### src/hw/rtl/bsw_pkg.sv
`timescale 1ns / 1ps
`default_nettype none

package bsw_pkg;

  // Widths of the fixed fields.
  localparam int unsigned CfgIdxW  = 3;
  localparam int unsigned CfgDataW = 13;
  localparam int unsigned PosW     = 15;  // signed column and row positions
  localparam int unsigned ErrW     = 15;  // signed error terms

  // Input operation codes.
  localparam logic OP_START = 1'b0;
  localparam logic OP_PIXEL = 1'b1;

  // Pixel formats.
  localparam logic [1:0] FMT_1BPP = 2'd0;
  localparam logic [1:0] FMT_4BPP = 2'd1;
  localparam logic [1:0] FMT_8BPP = 2'd2;

  // Configuration register indexes.
  localparam logic [CfgIdxW-1:0] REG_SRC_WIDTH     = 3'd0;
  localparam logic [CfgIdxW-1:0] REG_SRC_HEIGHT    = 3'd1;
  localparam logic [CfgIdxW-1:0] REG_BITMAP_HEIGHT = 3'd2;
  localparam logic [CfgIdxW-1:0] REG_DST_WIDTH     = 3'd3;
  localparam logic [CfgIdxW-1:0] REG_DST_HEIGHT    = 3'd4;
  localparam logic [CfgIdxW-1:0] REG_SRC_X         = 3'd5;
  localparam logic [CfgIdxW-1:0] REG_SRC_Y         = 3'd6;
  localparam logic [CfgIdxW-1:0] REG_PIXEL_FORMAT  = 3'd7;

  // Controller states.
  typedef enum logic [3:0] {
    S_IDLE  = 4'b0001,
    S_XLOOP = 4'b0010,
    S_YLOOP = 4'b0100,
    S_EMIT  = 4'b1000
  } state_t;

  // Commands from the controller to the datapath.
  typedef struct packed {
    logic start;     // latch setup and restart the walk
    logic idle_pix;  // pixel transaction while no walk is running
    logic pixel;     // capture a pixel and advance the column counter
    logic x_step;    // one step of the column error loop
    logic y_step;    // one step of the row error loop
    logic load_out;  // move the pending result into the output register
  } cmd_t;

  // Status from the datapath to the controller.
  typedef struct packed {
    logic active;    // a walk is running
    logic row_end;   // the pixel about to be captured ends its row
    logic x_finish;  // column loop is on its last step
    logic y_finish;  // row loop is on its last step
    logic out_free;  // output register can take a result this cycle
  } sts_t;

endpackage

`default_nettype wire

### src/hw/rtl/bsw_ctrl.sv
`timescale 1ns / 1ps
`default_nettype none

module bsw_ctrl (
  input  wire logic          clk,
  input  wire logic          rst,
  input  wire logic          item_valid,
  input  wire logic          op,
  output logic               item_stall,
  input  wire bsw_pkg::sts_t sts,
  output bsw_pkg::cmd_t      cmd
);

  bsw_pkg::state_t state, state_next;
  logic accept;

  assign item_stall = (state != bsw_pkg::S_IDLE);
  assign accept     = item_valid && (state == bsw_pkg::S_IDLE);

  always_comb begin
    cmd        = '0;
    state_next = state;
    unique case (state)
      bsw_pkg::S_IDLE: begin
        if (accept) begin
          if (op == bsw_pkg::OP_START) begin
            cmd.start  = 1'b1;
            state_next = bsw_pkg::S_EMIT;
          end else if (!sts.active) begin
            cmd.idle_pix = 1'b1;
            state_next   = bsw_pkg::S_EMIT;
          end else begin
            cmd.pixel  = 1'b1;
            state_next = sts.row_end ? bsw_pkg::S_YLOOP : bsw_pkg::S_XLOOP;
          end
        end
      end
      bsw_pkg::S_XLOOP: begin
        cmd.x_step = 1'b1;
        if (sts.x_finish) begin
          state_next = bsw_pkg::S_EMIT;
        end
      end
      bsw_pkg::S_YLOOP: begin
        cmd.y_step = 1'b1;
        if (sts.y_finish) begin
          state_next = bsw_pkg::S_EMIT;
        end
      end
      bsw_pkg::S_EMIT: begin
        cmd.load_out = sts.out_free;
        if (sts.out_free) begin
          state_next = bsw_pkg::S_IDLE;
        end
      end
      default: begin
        state_next = bsw_pkg::S_IDLE;
      end
    endcase
  end

  always_ff @(posedge clk) begin
    if (rst) begin
      state <= bsw_pkg::S_IDLE;
    end else begin
      state <= state_next;
    end
  end

endmodule

`default_nettype wire

### src/hw/rtl/bsw_datapath.sv
`timescale 1ns / 1ps
`default_nettype none

module bsw_datapath #(
  parameter int unsigned COORD_BITS = 12
) (
  input  wire logic                            clk,
  input  wire logic                            rst,
  input  wire logic                            cfg_wr_en,
  input  wire logic [bsw_pkg::CfgIdxW-1:0]     cfg_index,
  input  wire logic [bsw_pkg::CfgDataW-1:0]    cfg_data,
  input  wire logic [7:0]                      source_byte,
  input  wire bsw_pkg::cmd_t                   cmd,
  output bsw_pkg::sts_t                        sts,
  input  wire logic                            result_stall,
  output logic                                 result_valid,
  output logic                                 pixel_valid,
  output logic [7:0]                           color,
  output logic [11:0]                          dest_x,
  output logic [11:0]                          dest_y,
  output logic [11:0]                          fetch_row,
  output logic [11:0]                          fetch_byte,
  output logic                                 last
);

  localparam int unsigned PW = bsw_pkg::PosW;
  localparam int unsigned EW = bsw_pkg::ErrW;
  localparam int unsigned SatW = PW + 2;
  localparam logic [SatW-1:0] CoordMax = SatW'((64'd1 << COORD_BITS) - 64'd1);

  // Configuration registers.
  logic [11:0]        src_width, src_height, bitmap_height, src_x, src_y;
  logic signed [12:0] dst_width, dst_height;
  logic [1:0]         pixel_format;

  // Setup latched at the start of a walk.
  logic [12:0] dw, dh, sw2, sh2;
  logic [11:0] col0;
  logic        xm, ym;
  logic [1:0]  fmt;

  // Walk state.
  logic signed [PW-1:0] col, row;
  logic [11:0]          rows_left;
  logic signed [EW-1:0] x_err, y_err;
  logic [12:0]          out_x, out_y;
  logic                 active;

  // Pending result.
  logic        p_valid, p_last;
  logic [7:0]  p_color;
  logic [11:0] p_dx, p_dy;

  // Start values computed from the configuration registers.
  logic               st_xm, st_ym;
  logic [12:0]        st_dw, st_dh, st_sw2, st_sh2;
  logic signed [13:0] st_col0_raw;
  logic [11:0]        st_col0;
  logic signed [PW-1:0] st_row;

  always_comb begin
    st_xm  = dst_width[12];
    st_ym  = dst_height[12];
    st_dw  = st_xm ? 13'(-dst_width) : 13'(dst_width);
    st_dh  = st_ym ? 13'(-dst_height) : 13'(dst_height);
    st_sw2 = {src_width, 1'b0};
    st_sh2 = {src_height, 1'b0};
    if (st_xm) begin
      st_col0_raw = $signed({2'b00, src_width}) - $signed({2'b00, src_x}) - 14'sd1;
    end else begin
      st_col0_raw = $signed({2'b00, src_x});
    end
    st_col0 = st_col0_raw[13] ? 12'd0 : st_col0_raw[11:0];
    if (st_ym) begin
      st_row = $signed({3'b000, src_y});
    end else begin
      st_row = $signed({3'b000, bitmap_height}) - $signed({3'b000, src_y})
               - PW'(1);
    end
  end

  // Row and step helpers.
  logic [12:0]          out_x_inc, out_y_inc;
  logic                 row_end;
  logic signed [EW-1:0] x_err_row0, dw2, dh2, sw2_e, sh2_e;
  logic signed [PW-1:0] col_stepped, row_stepped;

  always_comb begin
    out_x_inc   = out_x + 13'd1;
    out_y_inc   = out_y + 13'd1;
    row_end     = (out_x_inc >= dw);
    sw2_e       = $signed({2'b00, sw2});
    sh2_e       = $signed({2'b00, sh2});
    dw2         = $signed({1'b0, dw, 1'b0});
    dh2         = $signed({1'b0, dh, 1'b0});
    x_err_row0  = sw2_e - $signed({2'b00, dw});
    col_stepped = xm ? (col - PW'(1)) : (col + PW'(1));
    if (col_stepped[PW-1]) begin
      col_stepped = '0;
    end
    row_stepped = ym ? (row + PW'(1)) : (row - PW'(1));
  end

  // Unpack the pixel at the current column.
  logic [7:0] unpacked;

  always_comb begin
    case (fmt)
      bsw_pkg::FMT_1BPP: unpacked = source_byte[3'd7 - col[2:0]] ? 8'h0F : 8'h00;
      bsw_pkg::FMT_4BPP: unpacked = col[0] ? {4'h0, source_byte[3:0]}
                                           : {4'h0, source_byte[7:4]};
      default:           unpacked = source_byte;
    endcase
  end

  // Fetch position of the next byte, saturated to the coordinate range.
  function automatic logic [11:0] sat_coord(input logic signed [PW-1:0] v);
    logic [SatW-1:0] wide;
    logic [SatW-1:0] clipped;
    wide    = {2'b00, v};
    clipped = (wide > CoordMax) ? CoordMax : wide;
    if (v[PW-1]) begin
      clipped = '0;
    end
    return clipped[11:0];
  endfunction

  logic signed [PW-1:0] byte_pos;
  logic [11:0]          fetch_row_calc, fetch_byte_calc;

  always_comb begin
    case (fmt)
      bsw_pkg::FMT_1BPP: byte_pos = $signed({3'b000, col[PW-1:3]});
      bsw_pkg::FMT_4BPP: byte_pos = $signed({1'b0, col[PW-1:1]});
      default:           byte_pos = col;
    endcase
    fetch_row_calc  = active ? sat_coord(row) : 12'd0;
    fetch_byte_calc = active ? sat_coord(byte_pos) : 12'd0;
  end

  assign sts.active   = active;
  assign sts.row_end  = row_end;
  assign sts.x_finish = x_err[EW-1];
  assign sts.y_finish = y_err[EW-1] || (rows_left <= 12'd1);
  assign sts.out_free = !result_valid || !result_stall;

  // Control state: configuration, walk activity, last mark, output valid.
  always_ff @(posedge clk) begin
    if (rst) begin
      src_width     <= 12'd1;
      src_height    <= 12'd1;
      bitmap_height <= 12'd1;
      dst_width     <= 13'sd1;
      dst_height    <= 13'sd1;
      src_x         <= 12'd0;
      src_y         <= 12'd0;
      pixel_format  <= bsw_pkg::FMT_8BPP;
      active        <= 1'b0;
      p_last        <= 1'b0;
      result_valid  <= 1'b0;
    end else begin
      if (cfg_wr_en) begin
        unique case (cfg_index)
          bsw_pkg::REG_SRC_WIDTH:     src_width     <= cfg_data[11:0];
          bsw_pkg::REG_SRC_HEIGHT:    src_height    <= cfg_data[11:0];
          bsw_pkg::REG_BITMAP_HEIGHT: bitmap_height <= cfg_data[11:0];
          bsw_pkg::REG_DST_WIDTH:     dst_width     <= $signed(cfg_data);
          bsw_pkg::REG_DST_HEIGHT:    dst_height    <= $signed(cfg_data);
          bsw_pkg::REG_SRC_X:         src_x         <= cfg_data[11:0];
          bsw_pkg::REG_SRC_Y:         src_y         <= cfg_data[11:0];
          bsw_pkg::REG_PIXEL_FORMAT:  pixel_format  <= cfg_data[1:0];
          default: ;
        endcase
      end
      if (cmd.start) begin
        active <= (st_dw != 13'd0) && (st_dh != 13'd0);
        p_last <= 1'b0;
      end else if (cmd.idle_pix || cmd.pixel) begin
        p_last <= 1'b0;
      end else if (cmd.y_step) begin
        if (!y_err[EW-1]) begin
          if (rows_left <= 12'd1) begin
            active <= 1'b0;
            p_last <= 1'b1;
          end
        end else if (out_y_inc >= dh) begin
          active <= 1'b0;
          p_last <= 1'b1;
        end
      end
      if (cmd.load_out) begin
        result_valid <= 1'b1;
      end else if (!result_stall) begin
        result_valid <= 1'b0;
      end
    end
  end

  // Payload state: setup, walk counters, pending and output result fields.
  always_ff @(posedge clk) begin
    if (cmd.start) begin
      dw        <= st_dw;
      dh        <= st_dh;
      sw2       <= st_sw2;
      sh2       <= st_sh2;
      xm        <= st_xm;
      ym        <= st_ym;
      fmt       <= pixel_format;
      col0      <= st_col0;
      col       <= $signed({3'b000, st_col0});
      row       <= st_row;
      rows_left <= src_height;
      x_err     <= $signed({2'b00, st_sw2}) - $signed({2'b00, st_dw});
      y_err     <= $signed({2'b00, st_sh2}) - $signed({2'b00, st_dh});
      out_x     <= 13'd0;
      out_y     <= 13'd0;
      p_valid   <= 1'b0;
      p_color   <= 8'd0;
      p_dx      <= 12'd0;
      p_dy      <= 12'd0;
    end else if (cmd.idle_pix) begin
      p_valid <= 1'b0;
      p_color <= 8'd0;
      p_dx    <= 12'd0;
      p_dy    <= 12'd0;
    end else if (cmd.pixel) begin
      p_valid <= 1'b1;
      p_color <= unpacked;
      p_dx    <= out_x[11:0];
      p_dy    <= out_y[11:0];
      if (row_end) begin
        out_x <= 13'd0;
        col   <= $signed({3'b000, col0});
        x_err <= x_err_row0;
      end else begin
        out_x <= out_x_inc;
      end
    end else if (cmd.x_step) begin
      if (!x_err[EW-1]) begin
        col   <= col_stepped;
        x_err <= x_err - dw2;
      end else begin
        x_err <= x_err + sw2_e;
      end
    end else if (cmd.y_step) begin
      if (!y_err[EW-1]) begin
        if (rows_left > 12'd1) begin
          rows_left <= rows_left - 12'd1;
          row       <= row_stepped;
          y_err     <= y_err - dh2;
        end
      end else begin
        y_err <= y_err + sh2_e;
        out_y <= out_y_inc;
      end
    end
    if (cmd.load_out) begin
      pixel_valid <= p_valid;
      color       <= p_color;
      dest_x      <= p_dx;
      dest_y      <= p_dy;
      fetch_row   <= fetch_row_calc;
      fetch_byte  <= fetch_byte_calc;
      last        <= p_last;
    end
  end

  // The walk only stops on its own together with a last mark.
  assert property (@(posedge clk) disable iff (rst)
    $fell(active) && !$past(cmd.start) |-> p_last)
    else $error("walk went idle without a last mark");

  // A last mark only ever travels with a real pixel.
  assert property (@(posedge clk) disable iff (rst)
    result_valid && last |-> pixel_valid && fetch_row == 12'd0 && fetch_byte == 12'd0)
    else $error("last mark on a non-pixel result or with a fetch position");

  // The column counter never reaches the destination width while walking.
  assert property (@(posedge clk) disable iff (rst)
    active && !cmd.start |-> out_x < dw)
    else $error("column counter ran past the destination width");

  // A loaded result is presented in the following cycle.
  assert property (@(posedge clk) disable iff (rst)
    cmd.load_out |=> result_valid)
    else $error("loaded result not presented");

endmodule

`default_nettype wire

### src/hw/rtl/bitmap_stretch_pixel_walker.sv
`timescale 1ns / 1ps
`default_nettype none

// Channel   Direction  Handshake                   Payload
// item      in         item_valid / item_stall     op, source_byte
// result    out        result_valid / result_stall pixel_valid, color, dest_x, dest_y,
//                                                  fetch_row, fetch_byte, last
// config    in         cfg_wr_en                   cfg_index, cfg_data
//
// A start transaction, or a pixel transaction with no walk running, goes straight to emit.
// A pixel transaction inside a row first runs the column error loop over the source
// columns it skips; one that ends a row runs the row error loop over the source rows
// it consumes instead, each loop advancing one step per cycle.
// Reset is synchronous and active high; it restores the register defaults and idles.
// A stalled result blocks the handoff of the next finished result; intake stalls meanwhile.

module bitmap_stretch_pixel_walker #(
  parameter int unsigned COORD_BITS = 12
) (
  input  wire logic                         clk,
  input  wire logic                         rst,
  // Configuration write port.
  input  wire logic                         cfg_wr_en,
  input  wire logic [bsw_pkg::CfgIdxW-1:0]  cfg_index,
  input  wire logic [bsw_pkg::CfgDataW-1:0] cfg_data,
  // Input item channel.
  input  wire logic                         item_valid,
  output logic                              item_stall,
  input  wire logic                         op,
  input  wire logic [7:0]                   source_byte,
  // Result channel.
  output logic                              result_valid,
  input  wire logic                         result_stall,
  output logic                              pixel_valid,
  output logic [7:0]                        color,
  output logic [11:0]                       dest_x,
  output logic [11:0]                       dest_y,
  output logic [11:0]                       fetch_row,
  output logic [11:0]                       fetch_byte,
  output logic                              last
);

  // The controller sequences each transaction; the datapath holds the
  // configuration, the latched walk setup, the error terms and the result.
  bsw_pkg::cmd_t cmd;
  bsw_pkg::sts_t sts;

  bsw_ctrl u_ctrl (
    .clk        (clk),
    .rst        (rst),
    .item_valid (item_valid),
    .op         (op),
    .item_stall (item_stall),
    .sts        (sts),
    .cmd        (cmd)
  );

  bsw_datapath #(
    .COORD_BITS (COORD_BITS)
  ) u_datapath (
    .clk          (clk),
    .rst          (rst),
    .cfg_wr_en    (cfg_wr_en),
    .cfg_index    (cfg_index),
    .cfg_data     (cfg_data),
    .source_byte  (source_byte),
    .cmd          (cmd),
    .sts          (sts),
    .result_stall (result_stall),
    .result_valid (result_valid),
    .pixel_valid  (pixel_valid),
    .color        (color),
    .dest_x       (dest_x),
    .dest_y       (dest_y),
    .fetch_row    (fetch_row),
    .fetch_byte   (fetch_byte),
    .last         (last)
  );

endmodule

`default_nettype wire

### config.mk
export PLATFORM = sky130hd
export DESIGN_NAME = bitmap_stretch_pixel_walker
export DESIGN_NICKNAME = d
export VERILOG_FILES = /design/src/hw/rtl/bsw_pkg.sv /design/src/hw/rtl/bsw_ctrl.sv /design/src/hw/rtl/bsw_datapath.sv /design/src/hw/rtl/bitmap_stretch_pixel_walker.sv
export SDC_FILE = /design/constraint.sdc
export NUM_CORES = 1
export LEC_CHECK = 0
export BUFFER_PORTS_ARGS = -buffer_cell sky130_fd_sc_hd__buf_2
export CORE_ASPECT_RATIO = 1.4
export CORE_MARGIN = 2
export CORE_UTILIZATION = 30
export CTS_CLUSTER_DIAMETER = 200
export DETAILED_ROUTE_END_ITERATION = 6
export GPL_ROUTABILITY_DRIVEN = 0
export GPL_TIMING_DRIVEN = 0
export PLACE_DENSITY = 0.49
export SYNTH_ARGS = -nofsm -noshare
export SYNTH_HDL_FRONTEND = slang
export SYNTH_HIERARCHICAL = 1
export SYNTH_SLANG_ARGS = --single-unit
### constraint.sdc
create_clock -name clk -period 7.7 [get_ports clk]
set_clock_uncertainty 0.2 [all_clocks]
set_input_delay 0.77 -clock clk [delete_from_list [all_inputs] [get_ports clk]]
set_output_delay 0.77 -clock clk [all_outputs]
set_load 0.01 [all_outputs]
=== Word-level counts from Yosys, hierarchy flattened ===
Cells that the tools add are included.

* Add/sub/neg operators: 21
* Order comparisons: 7
* Equal/unequal tests: 29
* Multiplexer cells: 78
* Bitwise logic cells: 4
* Reductions and logical operators: 41

{| class="wikitable"
|+ Operator list
! kind !! number
|-
| $mux W15 || 27
|-
| $mux W12 || 12
|-
| $sub A15 B2 Y15 const B || 3
|-
| $sub A13 B13 Y14 || 3
|-
| $mux W13 || 3
|-
| $mux W4 || 8
|-
| $add A15 B14 Y15 || 2
|-
| $add A15 B2 Y15 const B || 2
|-
| $gt A15 B12 Y1 const B || 2
|-
| $pmux W15 S2 || 1
|-
| $sub A15 B15 Y15 || 2
|-
| $mux W14 || 2
|-
| $add A13 B1 Y13 const B || 2
|-
| $ge A13 B13 Y1 || 2
|-
| $neg A13 Y13 || 2
|-
| $reduce_bool A13 Y1 || 2
|-
| $sub A12 B12 Y13 || 2
|-
| $reduce_and A4 Y1 || 5
|-
| $mux W1 || 18
|-
| $reduce_and A2 Y1 || 9
|-
| $pmux W4 S4 || 1
|-
| $pmux W8 S2 || 1
|-
| $ne A2 B2 Y1 const B || 7
|-
| $sub A14 B2 Y14 const B || 1
|-
| 33 further kinds || 61
|}

* Register bits: 350
* Bits of input ports: 30
* Output and inout bits: 60
* Word-level logic and storage cells: 220

=== Depth between registers and ports, before layout ===
Gate-level depths: netlist (run 1).

* Depth after elaboration: 9
* Mapped depth: 17
* Depth with buffers taken out: 16

=== Hierarchy ===
The synthesis (run 1) kept the hierarchy.

{| class="wikitable"
|+ By module, submodules not included
! module !! times used !! cells an instance !! area an instance (um2) !! sequential area each (um2)
|-
| bsw_datapath || 1 || 2302 || 21012.7 || 8778.4
|-
| bsw_ctrl || 1 || 46 || 370.4 || 80.1
|}

=== Worst setup path after synthesis (run 1) ===
OpenSTA, ideal clock, no wires.

* Path type: register to register
* Start: register u_ctrl.state[3]
* End: register u_datapath.row[0], enable pin
* Library setup time: 384 ps
* Data arrival time: 5898 ps
* Data required time: 7116 ps
* Slack: 1218 ps
* Stages on the path, launching flop included: 9
* Path buffers: 2
* Clock period less this slack: 6482 ps
* Path through: dfxtp_1 > buf_6 > or4b_4 > inv_1 > nand2_1 > nor2_1 > clkinv_1 > clkbuf_1 > nand2_1

{| class="wikitable"
|+ RTL lines
! item !! RTL line !! source
|-
| start: declaration || bsw_ctrl.sv:14 || <nowiki>bsw_pkg::state_t state, state_next;</nowiki>
|-
| start signal: assignment || bsw_ctrl.sv:64 || <nowiki>state <= bsw_pkg::S_IDLE;</nowiki>
|-
| start signal: assignment || bsw_ctrl.sv:66 || <nowiki>state <= state_next;</nowiki>
|-
| end signal: assignment || bsw_datapath.sv:211 || <nowiki>row <= st_row;</nowiki>
|-
| end signal: assignment || bsw_datapath.sv:249 || <nowiki>row <= row_stepped;</nowiki>
|-
| end: declaration || bsw_datapath.sv:43 || <nowiki>logic signed [PW-1:0] col, row;</nowiki>
|}

=== Worst setup path after layout (run 1) ===
* Start: register u_datapath.out_x[0]
* End: register u_datapath.col[6], enable pin

* Cells in the longest elaborated chain, start to end: 4

{| class="wikitable"
|+ Ends and longest elaborated chain
! item !! RTL line !! source
|-
| start: declaration || bsw_datapath.sv:46 || <nowiki>logic [12:0] out_x, out_y;</nowiki>
|-
| start signal: assignment || bsw_datapath.sv:236 || <nowiki>out_x <= out_x_inc;</nowiki>
|-
| $add A13 B1 Y13 || bsw_datapath.sv:89 || <nowiki>out_x_inc = out_x + 13'd1;</nowiki>
|-
| $ge A13 B13 Y1 || bsw_datapath.sv:91 || <nowiki>row_end = (out_x_inc >= dw);</nowiki>
|-
| $ne A3 B3 Y1 (no source line) || -- ||
|-
| $reduce_and A4 Y1 (no source line) || -- ||
|-
| end signal: assignment || bsw_datapath.sv:210 || <nowiki>col <= $signed({3'b000, st_col0});</nowiki>
|-
| end signal: assignment || bsw_datapath.sv:233 || <nowiki>col <= $signed({3'b000, col0});</nowiki>
|-
| end signal: assignment || bsw_datapath.sv:240 || <nowiki>col <= col_stepped;</nowiki>
|-
| end: declaration || bsw_datapath.sv:43 ||
|}

No other way between the ends.
A chain may end at the register's enable or synchronous reset.

==> results of run 1 <==
-- worst max path at each step --
stage | from | end | slack [ns] | cells past startpoint
6_report | u_datapath/out_x[0]$_SDFFE_PP0P_ | u_datapath/col[6]$_DFFE_PP_ | 2.84 | 15
5_1_grt | u_datapath/out_x[0]$_SDFFE_PP0P_ | u_datapath/col[10]$_DFFE_PP_ | 2.57 | 15
4_1_cts | u_datapath/out_x[0]$_SDFFE_PP0P_ | u_datapath/col[4]$_DFFE_PP_ | 2.77 | 15
3_5_place_dp | u_datapath/out_x[0]$_SDFFE_PP0P_ | u_datapath/col[6]$_DFFE_PP_ | 2.80 | 15
3_3_place_gp | u_ctrl/state[0]$_SDFFE_PP1P_ | u_datapath/row[3]$_DFFE_PP_ | -2.44 | 8
2_1_floorplan | u_ctrl/state[3]$_SDFFE_PP0P_ | u_datapath/row[0]$_DFFE_PP_ | 1.22 | 8
-- critical path, cell delays in order (launching register included) --
cell and delay (ns):
dfxtp_1 0.45, ha_1 0.27, and3_1 0.26, and3_1 0.25, and3_1 0.19, clkbuf_1 0.22
nand3_1 0.12, xnor2_1 0.39, ha_1 0.33, a21oi_1 0.14, nor2b_1 0.05, o21ai_0 0.13
nand2_1 0.07, a21o_1 0.25, a21oi_1 0.57, nand2_1 0.51
-- power groups by stage --
stage	Clock [uW]	Sequential, uW	Combinational [uW]
final	1880	2170	1220
after global placement	0	2220	1180
after CTS	1940	2180	1220
after global routing	2000	2190	1360
after detailed placement	0	2220	1210
after floorplan	0	2200	870
-- metal layers --
layer / up-vias / track usage
met5: - / 0
met4: 10 / 0.0834
met3: 128 / 0.0224
met2: 383 / 0.321
met1: 8332 / 0.190
li1: 8659 / -
-- per-stage QoR --
stage,cells,setup slack (ns)
5_1_grt,3444,2.57
3_3_place_gp,3369,-2.44
3_5_place_dp,3373,2.80
6_report,3444,2.84
2_1_floorplan,2348,1.22
4_1_cts,3444,2.77
-- cells by family after synthesis --
logic type / Yosys count / share of synthesized area
simple gates: 778 / 0.170
xor+xnor: 184 / 0.0754
buf+inv: 223 / 0.0411
flops: 347 / 0.414
fa+ha+maj: 170 / 0.103
mux: 46 / 0.0228
compound gates: 600 / 0.173
-- Yosys cell counts (all sizes together) (5+ instances only) --
master / number
o31ai: 11
dfxtp: 156
o41ai: 11
xor2: 90
o21a: 42
a21o: 26
nor3b: 9
a211oi: 23
a22oi: 7
or4: 8
nor2: 177
nand2: 308
nor2b: 23
o22ai: 12
xnor2: 94
o21ai: 138
o21bai: 9
a221oi: 8
nand2b: 34
a211o: 8
nand3: 56
nor3: 58
a31oi: 12
inv: 125
or3: 13
fa: 10
nand3b: 10
and2: 5
a21boi: 15
or2: 11
clkbuf: 79
o211ai: 17
edfxtp: 191
and3: 27
buf: 17
ha: 160
nand4: 8
a21oi: 218
nor4b: 7
mux2i: 42
nor4: 14
-- flip-flops by register name (all words and copies together) (netlist names), 13 cells and up --
name                   flops
u_datapath/row            15
u_datapath/dw             13
u_datapath/col            14
u_datapath/dh             13
u_datapath/dst_width      13
u_datapath/out_y          13
u_datapath/x_err          14
u_datapath/y_err          14
u_datapath/dst_height     13
u_datapath/out_x          13
-- cells in the final DEF (no fill, tap or decap), types with 56 or more instances in the layout --
cell type / count
ha_1: 160
o21ai_0: 136
clkbuf_1: 82
xor2_1: 90
buf_2: 88
xnor2_1: 94
nor2_1: 175
dfxtp_1: 156
nor3_1: 56
edfxtp_1: 191
inv_1: 125
nand2_1: 307
nand3_1: 56
a21oi_1: 218
-- cell type report --
type                       instances  share of cell area
sequential                       347               0.364
clock inverter                    26             0.00920
clock buffer                      45              0.0432
multi-input combinational       1778               0.479
tap                              936              0.0481
inverter                         127              0.0198
buffer                            96              0.0163
timing repair buffer              89              0.0209
==> reports/qor.csv, run 1 <==
metric,value,unit
drv_cap,0,
r2r_start,u_datapath/out_x[0]$_SDFFE_PP0P_,
total_switching_power,1610,uW
fin_worst_hold_slack,0.228,ns
postSynthAreaPerCell,9.11,um2
max-clock-path-buffers,3,
tightestPinTransition,1.16,ns
setup_violations,0,
relSlewSlack,0.229,
pwr-share-comb,0.231,
top_layer_used,met5,
place.port_buffers,85,
dieArea,0.0735,mm2
synth_edf_count,191,
critical_path.max_fanout,12,
crit-reg2reg-capture,u_datapath/col[6]$_DFFE_PP_,
cp.required,7.61,ns
cts.htree.levels,2,
final_max_slew_viol_count,0,
io-pin-count,90,
footprint_of_the_flip_flops_and_latches,0.00886,mm2
drt_wl_total,64.5,mm
number_of_warning_messages_in_the_yosys_log,6,
irDropWorstVdd,0.000163,V
stdcell_area,0.0243,mm2
yosysTopAreaCell,edfxtp_1,
detail_route.drc_violations,0,
hold-path-endpoint,u_datapath/dest_x[6]$_DFFE_PP_,
p_sw_frac,0.305,
post_cts_resized,0,
grt_max_degree,48,
wire_per_inst,18.7,um
outcome,completed,
detailroute.wirelength.met2,33.0,mm
crit_end_element,flop,
fp.dieH,320,um
post_route_cells_drive_above_1_share,0.0762,
totalPowerFinal,5270,uW
placed_cell_area,0.0231,mm2
worst_setup_path_start_kind,flop,
seq_power_share,0.412,
power.density_cell_area,217,mW/mm2
fillCellCount,7160,
p_r_area_growth_vs_syn,13.9,%
worst-r2r-cell-count,15,
synth_cells,2348,
max_freq,206,MHz
placeableCoreArea,0.0704,mm2
antenna_found_initial,5,
synth.ff_latch_count,347,
drtAntennaViolNets,0,
cts_tree,yes,
nNetsFinal,2678,
synth_flop_cell,edfxtp_1,
fin_tns_setup,0,ns
power.clock.fraction,0.356,
synthesis.nets,2548,
antenna_cells_inserted,0,
groute.usage.overall,0.172,
detailedPlacementHpwl,50.7,mm
holdBufCountCts,0,
timing_hold_violations_final,0,
met3_length,2.50,mm
min_period_over_period,0.631,
post_synth_num_cell_types,87,
first_global_vias,17800,
overflow,0,
cts_root_buffer,clkbuf_16,
first_pass_grt_wire_length,98.7,mm
detailroute.via_count,17500,
clk_transition_reported_paths,0.06,ns
async_reset_ff_frac,0,
clk-insertion-delay-late,0.54,ns
multi_input_area,0.0117,mm2
grt_setup_unrepaired,no,
initial_utilization,0.304,
post-cts-setup-buffer-count,0,
die_width,230,um
holdCritStartpoint,u_datapath/p_dx[6]$_SDFFE_PP0P_,
holdPathStages,0,
arrival,4.77,ns
seq_area_frac_synth,0.414,
post-route-min-period,4.86,ns
drt-met1-wl,25.7,mm
final_util,0.346,
synthesis.area,0.0214,mm2
drt_first_iter_violations,961,
cts_buffers,39,
viasPerCell,5.08,
power_leakage,0.00921,uW
intPower,3660,uW
placement_rows,115,
netlist_top_cells_area,"edfxtp_1 27%, dfxtp_1 15%, ha_1 9.4%",
drt_pass1_iterations,5,
critical_path_class,flop to flop,
synth_top_area_frac,0.268,
worst-r2r-setup-slack,2.84,ns
hold_path.class,flop to flop,
clkSinkCount,347,
(Power assumes the default switching activity.)
==> inputs of run 2 (changes only) <==
PLACE_DENSITY = 0.5   (was 0.49)
clock period = 4.15 ns   (was 7.7 ns; I/O delays follow)
==> run 2 against run 1 <==
Net effect:
- die area unchanged
- worst hold slack worse by 0.20 ns
- critical path depth is the same
- flip-flop and latch count is the same
- sequential power increased by 86%
- total power up 90%
- critical endpoint is now u_datapath/y_err[12]$_DFFE_PP_
==> reports/qor.csv, run 2 (synthesized netlist as in run 1, its figures left out) <==
metric,value,unit,change
finalNonFillerCells,3469,,+0.73%
r2r_start,u_datapath/dst_height[0]$_SDFFE_PP1P_,,
viasPerCell,5.11,,+0.53%
drt_first_iter_violations,996,,+3.6%
wire_per_inst,18.5,um,-0.88%
multi_input_area,0.0118,mm2,+1.3%
final_max_slew_viol_count,0,,unchanged
irDropWorstVdd,0.000237,V,+45%
p_r_area_growth_vs_syn,16.1,%,
clk_transition_reported_paths,0.06,ns,about the same
critPathSlowestCell,dfxtp_2,,
totalPowerFinal,10000,uW,+90%
arrival,4.03,ns,-0.74 ns
detailroute.via_count,17700,,+1.3%
crit_chain,inv_1 -> ha_1 -> nand2b_1 -> xnor2_2 -> inv_1 -> ha_1 -> a21o_1 -> a21oi_1 -> nor2b_1 -> o41a_1 -> a41o_1 -> o41ai_2 -> xnor2_1 -> nand2_1 -> nand3_1,,
holdPathStages,3,,+3
worst-r2r-setup-slack,0.23,ns,-2.61 ns
critical_path.max_fanout,5,,-7
cts_root_buffer,clkbuf_16,,
cts_tree,yes,,
critical_path_class,flop to flop,,
drv_cap,0,,unchanged
setup_violations,0,,unchanged
fp.dieH,320,um,unchanged
drt_pass1_iterations,7,,+2
outcome,completed,,
detailedPlacementHpwl,50.6,mm,-0.10%
cp.required,4.25,ns,-3.36 ns
power.density_cell_area,403,mW/mm2,+86%
drtAntennaViolNets,0,,unchanged
hold_path.class,input pin to flop,,
placeableCoreArea,0.0704,mm2,unchanged
place.port_buffers,85,,unchanged
footprint_of_the_flip_flops_and_latches,0.00886,mm2,about the same
most_frequent_cells_in_the_layout,"306 x nand2_1, 215 x a21oi_1, 191 x edfxtp_1, 175 x nor2_1, 159 x ha_1",,
cts_buffers,39,,unchanged
holdCritStartpoint,cfg_data[8],,
first_pass_grt_wire_length,99.4,mm,+0.75%
largest_register_ffs,15,,unchanged
cp_slowest_stage_delay,0.41,ns,-0.16 ns
most_common_cell_after_layout_fill_and_taps_aside,nand2_1,,
detail_route.drc_violations,0,,unchanged
crit_end_element,flop,,
post_route_cells_drive_above_1_share,0.0957,,+0.0195
groute.usage.overall,0.172,,+0.000436
die_width,230,um,unchanged
hold-path-endpoint,u_datapath/bitmap_height[8]$_SDFFE_PP0P_,,
tightestPinTransition,1.16,ns,+0.00710 ns
clk-insertion-delay-late,0.57,ns,+0.03 ns
grt_setup_unrepaired,no,,
io-pin-count,90,,unchanged
fillCellCount,7104,,-0.78%
clkSinkCount,347,,unchanged
max_freq,255,MHz,+24%
post-place-cells,3373,,unchanged
worst-r2r-cell-count,15,,unchanged
relSlewSlack,0.224,,-0.00473
initial_utilization,0.304,,unchanged
max-clock-path-buffers,3,,unchanged
placement.setup.worst_slack,-1.11,ns,-3.91 ns
overflow,0,,unchanged
first_global_vias,17800,,-0.20%
timing_hold_violations_final,0,,unchanged
power_leakage,0.00948,uW,+3.0%
antenna_found_initial,5,,unchanged
nNetsFinal,2699,,+0.78%
drt_wl_total,64.3,mm,-0.16%
cts.htree.levels,2,,unchanged
dieArea,0.0735,mm2,unchanged
grt_max_degree,49,,+2.1%
placement_rows,115,,unchanged
crit-reg2reg-capture,u_datapath/y_err[12]$_DFFE_PP_,,
postLayoutSetupSlackWorst,0.226,ns,-2.61 ns
worst_setup_path_start_kind,flop,,
top_register,u_datapath/row,,
post-route-min-period,3.92,ns,-0.935 ns
min_period_over_period,0.946,,+0.315
[run 2: changes by cell type in the layout (fill, tap and decap cells not counted), moves of 5 or more]
| cell | before | now |
|---|---|---|
| dlygate4sd3_1 | 0 | 14 |
| buf_4 | 4 | 10 |
| clkinv_1 | 8 | 2 |
| xnor2_2 | 0 | 5 |
| xnor2_1 | 94 | 89 |
| clkbuf_2 | 0 | 10 |
| clkbuf_1 | 82 | 73 |
| o41ai_1 | 10 | 5 |
[run 2: critical path: cells and delay by family (launching register included)]
| kind | cells | cell delay, ns |
|---|---|---|
| buffers and inverters | 2 | 0.24 |
| AO/OA/AOI/OAI | 5 | 1.37 |
| flip-flops | 1 | 0.41 |
| adder cells (fa/ha/maj) | 2 | 0.59 |
| AND/OR/NAND/NOR | 4 | 0.45 |
| XOR/XNOR | 2 | 0.40 |
[run 2: how the worst max path moves through the flow]
stage / depth (start not counted) / slack, ns / to / startpoint
floorplan: 8 / 0.03 / u_datapath/row[0]$_DFFE_PP_ / u_ctrl/state[3]$_SDFFE_PP0P_
global placement: 8 / -2.10 / u_datapath/row[4]$_DFFE_PP_ / u_ctrl/state[0]$_SDFFE_PP1P_
detailed placement: 15 / -1.11 / u_datapath/x_err[13]$_DFFE_PP_ / u_datapath/out_x[0]$_SDFFE_PP0P_
CTS: 15 / 0.005 / u_datapath/x_err[14]$_DFFE_PP_ / u_datapath/dst_width[12]$_SDFFE_PP0P_
global route: 10 / 0.003 / u_datapath/p_dx[9]$_SDFFE_PP0P_ / u_ctrl/state[0]$_SDFFE_PP1P_
finish: 15 / 0.23 / u_datapath/y_err[12]$_DFFE_PP_ / u_datapath/dst_height[0]$_SDFFE_PP1P_
[run 2: timing repair]
action | 4_1_cts | 5_1_grt
hold buffers | 14 | 0
cloned | 0 | 0
gates resized for setup | 28 | 31
setup buffers | 2 | 6
hold endpoints to repair | 21 | 0
endpoints found under the setup margin | 85 | 66
pin swaps | 2 | 3
[run 2: cell type report]
class,count,area share
Clock inverter,17,0.00776
Inverter,127,0.0194
Sequential cell,347,0.357
Antenna cell,3,0.000302
Clock buffer,55,0.0463
Timing Repair Buffer,111,0.0295
Multi-Input combinational cell,1778,0.475
Buffer,95,0.0172
Tap cell,936,0.0472
[run 2: stage by stage]
step | util | cell area (um2) | setup TNS [ns] | hold slack (ns)
final | 0.353 | 24800 | 0 | 0.0277
after global routing | 0.353 | 24800 | 0 | 0.0205
after CTS | 0.351 | 24700 | 0 | 0.000412
after detailed placement | 0.328 | 23100 | -41.98 | 0.219
after global placement | 0.327 | 23000 | -215.72 | 0.214
after floorplan | - | 21400 | 0 | 0.203
[run 2: per-layer routing]
metal  vias up  wire length [um]  track usage
li1       8720                 -            -
met1      8425             25800        0.193
met2       439             32600        0.317
met3       144              2500       0.0192
met4         4              3400       0.0912
met5         -                21            0
[run 2: power by group]
part	switching (uW)	leakage [uW]	internal, uW	total, uW
registers	134	0.00301	3900	4030
clock network	1500	0.000660	2140	3650
logic	1390	0.00581	924	2320
